File: config.mk
export PLATFORM = sky130hd
export DESIGN_NAME = sprb_regs
export DESIGN_NICKNAME = d
export VERILOG_FILES = /design/src/rtl/core/sprb_pkg.sv /design/src/rtl/core/sprb_regs.sv
export VERILOG_INCLUDE_DIRS = /design/src /design/src/rtl/core
export SDC_FILE = /design/constraint.sdc
export NUM_CORES = 1
export LEC_CHECK = 0
export ABC_CLOCK_PERIOD_IN_PS = 8050
export BUFFER_PORTS_ARGS = -buffer_cell sky130_fd_sc_hd__buf_2
export CAP_MARGIN = 25
export CORE_MARGIN = 3
export CORE_UTILIZATION = 55
export CTS_CLUSTER_DIAMETER = 60
export DETAILED_ROUTE_END_ITERATION = 8
export GPL_ROUTABILITY_DRIVEN = 1
export PLACE_DENSITY_LB_ADDON = 0.05
export SLEW_MARGIN = 20
export SYNTH_ARGS = -nofsm -noshare
export SYNTH_HDL_FRONTEND = slang
export SYNTH_SLANG_ARGS = --single-unit
File: constraint.sdc
create_clock -name clock -period 8.05 [get_ports clock]
set_clock_uncertainty 0.05 [all_clocks]
set_input_delay 1.61 -clock clock [delete_from_list [all_inputs] [get_ports clock]]
set_output_delay 1.61 -clock clock [all_outputs]
set_load 0.005 [all_outputs]
File: src/rtl/core/assert_macros.svh
// ----------------------------------------------------------------------------
// Assertion macros
// Concurrent assertion shorthands used by the signal-processor register block.
// ----------------------------------------------------------------------------
`ifndef ASSERT_MACROS_SVH
`define ASSERT_MACROS_SVH

`ifndef SYNTHESIS

// Same-cycle implication, disabled while reset is high.
`define SPRB_ASSERT_IMPLY(label, clk, rst, ante, cons) \
   label: assert property (@(posedge clk) disable iff (rst) (ante) |-> (cons)) \
      else $error("sprb assertion failed");

// Next-cycle implication, disabled while reset is high.
`define SPRB_ASSERT_NEXT(label, clk, rst, ante, cons) \
   label: assert property (@(posedge clk) disable iff (rst) (ante) |=> (cons)) \
      else $error("sprb assertion failed");

`else

`define SPRB_ASSERT_IMPLY(label, clk, rst, ante, cons)
`define SPRB_ASSERT_NEXT(label, clk, rst, ante, cons)

`endif

`endif

File: src/rtl/core/sprb_pkg.sv
`timescale 1ns / 1ps
// ----------------------------------------------------------------------------
// sprb_pkg
// Shared types and constants of the signal-processor register block.
// ----------------------------------------------------------------------------
package sprb_pkg;

   localparam int unsigned WORD_BYTES = 8;

   typedef enum logic {
      CMD_READ  = 1'b0,
      CMD_WRITE = 1'b1
   } cmd_type;

   typedef enum logic [1:0] {
      SIZE_BYTE   = 2'd0,
      SIZE_HALF   = 2'd1,
      SIZE_WORD   = 2'd2,
      SIZE_DOUBLE = 2'd3
   } size_type;

   // Block codes taken from address bits 23..12.
   localparam logic [11:0] BLK_DMEM = 12'h000;
   localparam logic [11:0] BLK_IMEM = 12'h001;
   localparam logic [11:0] BLK_CTRL = 12'h040;
   localparam logic [11:0] BLK_PC   = 12'h080;

   // Register offsets inside the control block.
   localparam logic [4:0] REG_LOCAL_ADDR = 5'h00;
   localparam logic [4:0] REG_DRAM_ADDR  = 5'h04;
   localparam logic [4:0] REG_READ_LEN   = 5'h08;
   localparam logic [4:0] REG_WRITE_LEN  = 5'h0C;
   localparam logic [4:0] REG_STATUS     = 5'h10;
   localparam logic [4:0] REG_DMA_FULL   = 5'h14;
   localparam logic [4:0] REG_DMA_BUSY   = 5'h18;
   localparam logic [4:0] REG_SEMAPHORE  = 5'h1C;

   // Register offsets inside the PC block.
   localparam logic [3:0] REG_PC   = 4'h0;
   localparam logic [3:0] REG_BIST = 4'h4;

   localparam logic [14:0] STATUS_RESET = 15'h0001;

   typedef struct packed {
      cmd_type     cmd;
      size_type    access_size;
      logic [31:0] address;
      logic [63:0] write_data;
   } sprb_access_type;

   typedef struct packed {
      logic [31:0] read_data;
      logic        bus_error;
      logic        interrupt_raise;
      logic        interrupt_clear;
      logic        task_start;
      logic        yield_taken;
      logic        dma_start;
      logic        dma_to_dram;
      logic [12:0] dma_local_address;
      logic [25:0] dma_dram_address;
      logic [12:0] dma_byte_count;
   } sprb_reg_result_type;

   typedef struct packed {
      logic       read_en;
      logic       write_en;
      logic [7:0] byte_en;
   } sprb_mem_ctl_type;

endpackage

File: src/rtl/core/sprb_regs.sv
`timescale 1ns / 1ps
`include "assert_macros.svh"
// ----------------------------------------------------------------------------
// sprb_regs
// Control registers: DMA address and length, status, semaphore, PC and BIST.
// ----------------------------------------------------------------------------
module sprb_regs (
   input  logic                          clock,
   input  logic                          reset,
   input  sprb_pkg::sprb_access_type     access,
   input  logic                          fire,
   output sprb_pkg::sprb_reg_result_type result
);
   import sprb_pkg::*;

   logic [14:0] status_ff, status_in;
   logic [12:0] local_addr_ff, local_addr_in;
   logic [25:0] dram_addr_ff, dram_addr_in;
   logic [31:0] read_len_ff, read_len_in;
   logic [31:0] write_len_ff, write_len_in;
   logic        semaphore_ff, semaphore_in;
   logic [31:0] pc_ff, pc_in;
   logic [7:0]  bist_ff, bist_in;

   logic [11:0] blk;
   logic        is_write;
   logic [31:0] w32;
   logic        sem_read_hit;
   logic [14:0] s;

   always_comb begin
      blk          = access.address[23:12];
      is_write     = (access.cmd == CMD_WRITE);
      w32          = access.write_data[31:0];
      status_in    = status_ff;
      local_addr_in = local_addr_ff;
      dram_addr_in = dram_addr_ff;
      read_len_in  = read_len_ff;
      write_len_in = write_len_ff;
      semaphore_in = semaphore_ff;
      pc_in        = pc_ff;
      bist_in      = bist_ff;
      sem_read_hit = 1'b0;
      s            = status_ff;
      result       = '0;

      if (blk inside {BLK_DMEM, BLK_IMEM}) begin
         // Local memory accesses are handled by the memory path.
      end else if (blk == BLK_CTRL && access.access_size == SIZE_WORD) begin
         case (access.address[4:0])
            REG_LOCAL_ADDR: begin
               if (is_write) local_addr_in = w32[12:0];
               else result.read_data = {19'd0, local_addr_ff};
            end
            REG_DRAM_ADDR: begin
               if (is_write) dram_addr_in = w32[25:0];
               else result.read_data = {6'd0, dram_addr_ff};
            end
            REG_READ_LEN, REG_WRITE_LEN: begin
               if (is_write) begin
                  if (access.address[2]) write_len_in = w32;
                  else read_len_in = w32;
                  result.dma_start         = 1'b1;
                  result.dma_to_dram       = access.address[2];
                  result.dma_local_address = local_addr_ff;
                  result.dma_dram_address  = dram_addr_ff;
                  result.dma_byte_count    = {1'b0, w32[11:0]} + 13'd1;
               end else begin
                  result.read_data = access.address[2] ? write_len_ff : read_len_ff;
               end
            end
            REG_STATUS: begin
               if (is_write) begin
                  // Set/clear pairs take effect in bit order, so later bits win.
                  if (w32[0]) begin
                     s[0] = 1'b0;
                     result.task_start = 1'b1;
                  end
                  if (w32[1]) s[0] = 1'b1;
                  if (w32[2]) s[1] = 1'b0;
                  if (w32[3]) result.interrupt_clear = 1'b1;
                  if (w32[4]) result.interrupt_raise = 1'b1;
                  if (w32[5]) s[5] = 1'b0;
                  if (w32[6]) s[5] = 1'b1;
                  if (w32[7]) s[6] = 1'b0;
                  if (w32[8]) s[6] = 1'b1;
                  if (w32[9]) s[8:7] = 2'b00;
                  if (w32[10] && !s[0]) begin
                     s[0] = 1'b1;
                     s[8] = 1'b1;
                     result.yield_taken     = 1'b1;
                     result.interrupt_raise = 1'b1;
                  end
                  if (w32[11]) s[8] = 1'b0;
                  if (w32[12]) s[8] = 1'b1;
                  if (w32[13]) s[9] = 1'b0;
                  if (w32[14]) s[9] = 1'b1;
                  for (int k = 0; k < 5; k++) begin
                     if (w32[15 + 2*k]) s[10 + k] = 1'b0;
                     if (w32[16 + 2*k]) s[10 + k] = 1'b1;
                  end
                  status_in = s;
               end else begin
                  result.read_data = {17'd0, status_ff};
               end
            end
            REG_DMA_FULL, REG_DMA_BUSY: begin
               // No transfer is ever pending: reads give zero, writes are dropped.
            end
            REG_SEMAPHORE: begin
               if (is_write) begin
                  semaphore_in = 1'b0;
               end else begin
                  result.read_data = {31'd0, semaphore_ff};
                  semaphore_in     = 1'b1;
                  sem_read_hit     = 1'b1;
               end
            end
            default: result.bus_error = 1'b1;
         endcase
      end else if (blk == BLK_PC && access.access_size == SIZE_WORD) begin
         case (access.address[3:0])
            REG_PC: begin
               if (is_write) pc_in = w32;
               else result.read_data = pc_ff;
            end
            REG_BIST: begin
               if (is_write) bist_in = w32[7:0];
               else result.read_data = {24'd0, bist_ff};
            end
            default: result.bus_error = 1'b1;
         endcase
      end else begin
         result.bus_error = 1'b1;
      end
   end

   always_ff @(posedge clock) begin
      if (reset) begin
         status_ff     <= STATUS_RESET;
         local_addr_ff <= '0;
         dram_addr_ff  <= '0;
         read_len_ff   <= '0;
         write_len_ff  <= '0;
         semaphore_ff  <= 1'b0;
         pc_ff         <= '0;
         bist_ff       <= '0;
      end else if (fire) begin
         status_ff     <= status_in;
         local_addr_ff <= local_addr_in;
         dram_addr_ff  <= dram_addr_in;
         read_len_ff   <= read_len_in;
         write_len_ff  <= write_len_in;
         semaphore_ff  <= semaphore_in;
         pc_ff         <= pc_in;
         bist_ff       <= bist_in;
      end
   end

   `SPRB_ASSERT_NEXT(a_sem_read_sets, clock, reset, fire && sem_read_hit, semaphore_ff)
   `SPRB_ASSERT_IMPLY(a_status_after_reset, clock, reset, $past(reset),
                      status_ff == STATUS_RESET)
   `SPRB_ASSERT_IMPLY(a_dma_only_on_write, clock, reset, result.dma_start,
                      is_write && !result.bus_error)

endmodule

==> results.py <==
metrics = {
    "status": {
        "status": "completed",
    },
    "detailed_routing": {
        "drc_errors": 0,
        "viasPerCell": 5.95,
        "ant_nets": 0,
        "drt_iter0_markers": 862,
        "wl_per_cell_um": 18.3,
        "via_count": 7689,
        "drt_wl_total_um": 23700,
        "first_pass_iters": 7,
    },
    "floorplanning": {
        "initial_core_util_pct": 56.8,
        "io_pins": 193,
        "die-width_um": 124,
        "rows": 42,
        "coreArea_mm2": 0.0134,
        "dieArea_mm2": 0.0153,
        "dieHeight_um": 124,
    },
    "critical_path": {
        "setup.worst_path.end_class": "output pin",
        "critPathKind": "in2out",
        "crit_chain": "buf_2, or4b_1, nor2_4, and2_1, nand3_2, inv_2, and2_1, buf_2",
        "crit_family": "simple AND/OR/NAND/NOR gates",
        "slowest_delay_ns": 0.87,
        "slowest_stage": "or4b_1",
        "start_kind": "input pin",
        "crit_fanout": 41,
        "crit_buf_inv": 3,
        "arrival_ns": 4.54,
        "crit_required_ns": 6.39,
    },
    "sta": {
        "slew_headroom_pct": 36.9,
        "whs_ns": 0.399,
        "final.min_clock_period_ns": 6.20,
        "finalHoldViolCount": 0,
        "setup_viol": 0,
        "rsz0062_at_grt": "no",
        "tightest_slew_ns": 0.946,
        "fmax_ghz": 0.161,
        "min_period_over_period_pct": 77.0,
        "tns_ns": 0,
        "drv_slew": 0,
    },
    "synth": {
        "ys_ff_latch": 154,
        "yosysTopAreaCell": "dfxtp_1",
        "synth_top_cell_area_share_pct": 40.5,
        "ys.flop_type": "dfxtp_1",
        "avgSynthCellArea_um2": 7.49,
        "yosys_warnings": 0,
        "netlist_instances": 1016,
        "synthTopCellsByArea": "dfxtp_1 40%, nand2_1 14%, a21oi_1 11%",
        "synth.cell_area_mm2": 0.00761,
        "ys_seq_area_share_pct": 40.5,
        "synth_fp_nets": 1119,
        "ys_async_sr_fraction_pct": 0,
        "yosysUniqueCellTypes": 55,
        "synth-edff-count": 0,
    },
    "cells_and_area": {
        "layout-drive-gt1-share_pct": 20.0,
        "nets": 1207,
        "syn_to_final_growth_pct": 17.4,
        "utilization_pct": 66.7,
        "antennaDiodeCount": 0,
    },
    "clocking": {
        "cts_tree": "done",
        "clock_latency_ns": 0.42,
        "cts_buffers": 17,
        "cts_root_buffer": "clkbuf_16",
        "clockBufferDepth": 2,
        "htree_num_levels": 4,
        "cts_setup_buffers": 0,
        "ctsResizeCount": 0,
        "postCtsHoldBufs": 0,
        "clk_pin_slew_ns": 0.06,
        "cts.sinks": 154,
    },
    "placement": {
        "gp_congestion": 0.860,
        "port_buffers": 145,
        "dpl.hpwl_um": 15200,
    },
    "global_route": {
        "grt_usage_pct": 31.2,
        "antenna_found_initial": 0,
        "grt_pass1_wl_um": 37100,
        "grt_pass1_vias": 6969,
        "grt-ovfl-total": 0,
        "grt_max_degree": 89,
    },
    "flow_run": {
        "cap_violations": 0,
    },
    "pwr": {
        "power.density_mw_per_mm2": 194,
        "vdd_drop_max_v": 0.000155,
        "power.leakage_nw": 3.36,
    },
    "hold_path": {
        "hold_class": "reg2reg",
    },
}
-- cell type report --
cell class,count,area [um2]
tap,176,220
clock buffer,21,470
fill,1197,4460
timing repair buffer,162,856
clock inverter,11,190
multi-input combinational,766,4110
sequential,154,3080
inverter,3,11.3
-- Yosys cell counts, types with 11 or more instances --
master and n:
nand2_1 294, a21oi_1 162, dfxtp_1 154, nor2_1 61
clkbuf_1 57, and2_1 47, nand3_1 28, buf_2 23
mux2_2 19, nand4_1 18, a22oi_1 16, mux2i_1 16
a222oi_1 11
-- registers in the layout, indices dropped and copies added, names as in the netlist --
signal / flops
read_len_ff: 32
bist_ff: 8
pc_ff: 32
semaphore_ff: 1
status_ff: 10
write_len_ff: 32
dram_addr_ff: 26
local_addr_ff: 13
-- layout by cell type, fill, tap and decap left out, drive strengths merged, types with 5 or more instances in the layout --
cell type / count
nand2: 294
a21oi: 162
buf: 162
dfxtp: 154
nor2: 62
and2: 47
nand3: 29
clkbuf: 21
mux2: 19
nand4: 18
a22oi: 16
mux2i: 16
a222oi: 11
and3: 7
and4: 7
xor2: 7
a221oi: 7
nor4: 7
a211oi: 6
a221o: 5
a22o: 5
bufinv: 5
-- cell families after synthesis --
family                     count (synthesis)  synth area share (%)
buffers and inverters                     96                  5.75
muxes                                     35                  4.91
DFF                                      154                  40.5
AOI/OAI and AO/OA                        229                  18.0
and+or+nand+nor                          490                  29.4
adders and majority gates                  1                 0.164
xor gates and xnor gates                  11                  1.27
-- worst register-to-register path: cells and delay by family (launching register included) --
kind	cells	cell delay [ns]
flops	1	0.39
simple gates	3	0.34
compound gates	2	0.23
-- report_power, final --
group          leakage, nW  switching [mW]  total [mW]  internal (mW)
clock network        0.323           0.314       0.889          0.575
registers             1.24     0.000000326       0.762          0.762
logic                 1.80          0.0586      0.0807         0.0220
total                 3.36           0.373        1.73           1.36
-- routing by layer --
| layer | GRT usage [%] | routed length [um] | vias to the layer above |
|---|---|---|---|
| met5 | 0 | 0 | - |
| met4 | 10.7 | 499 | 0 |
| met3 | 7.22 | 2180 | 48 |
| met2 | 47.2 | 10600 | 367 |
| met1 | 43.8 | 10400 | 3620 |
| li1 | - | - | 3654 |
-- per-stage QoR --
step | cell area (um2) | power, mW | cells | setup slack, ns
after floorplan | 7610 | 0.823 | 1016 | 3.13
after global placement | 8280 | 0.858 | 1261 | 1.87
after detailed placement | 8280 | 0.858 | 1261 | 1.83
after CTS | 8940 | 1.74 | 1293 | 1.84
after global routing | 8940 | 1.78 | 1293 | 1.68
final | 8940 | 1.73 | 1293 | 1.85
-- worst paths after layout --
kind                                       from                       endpoint  slack [ns]  cells past startpoint
setup / recovery                     access[68]                     result[26]        1.85                      8
hold / removal    write_len_ff[16]$_SDFFE_PP0P_  write_len_ff[16]$_SDFFE_PP0P_        0.40                      2
setup reg to reg      status_ff[0]$_SDFFE_PP1P_      status_ff[8]$_SDFFE_PP0P_        6.89                      5
hold reg to reg   write_len_ff[16]$_SDFFE_PP0P_  write_len_ff[16]$_SDFFE_PP0P_        0.40                      2
No activity file was read; power rests on OpenSTA's default activity.
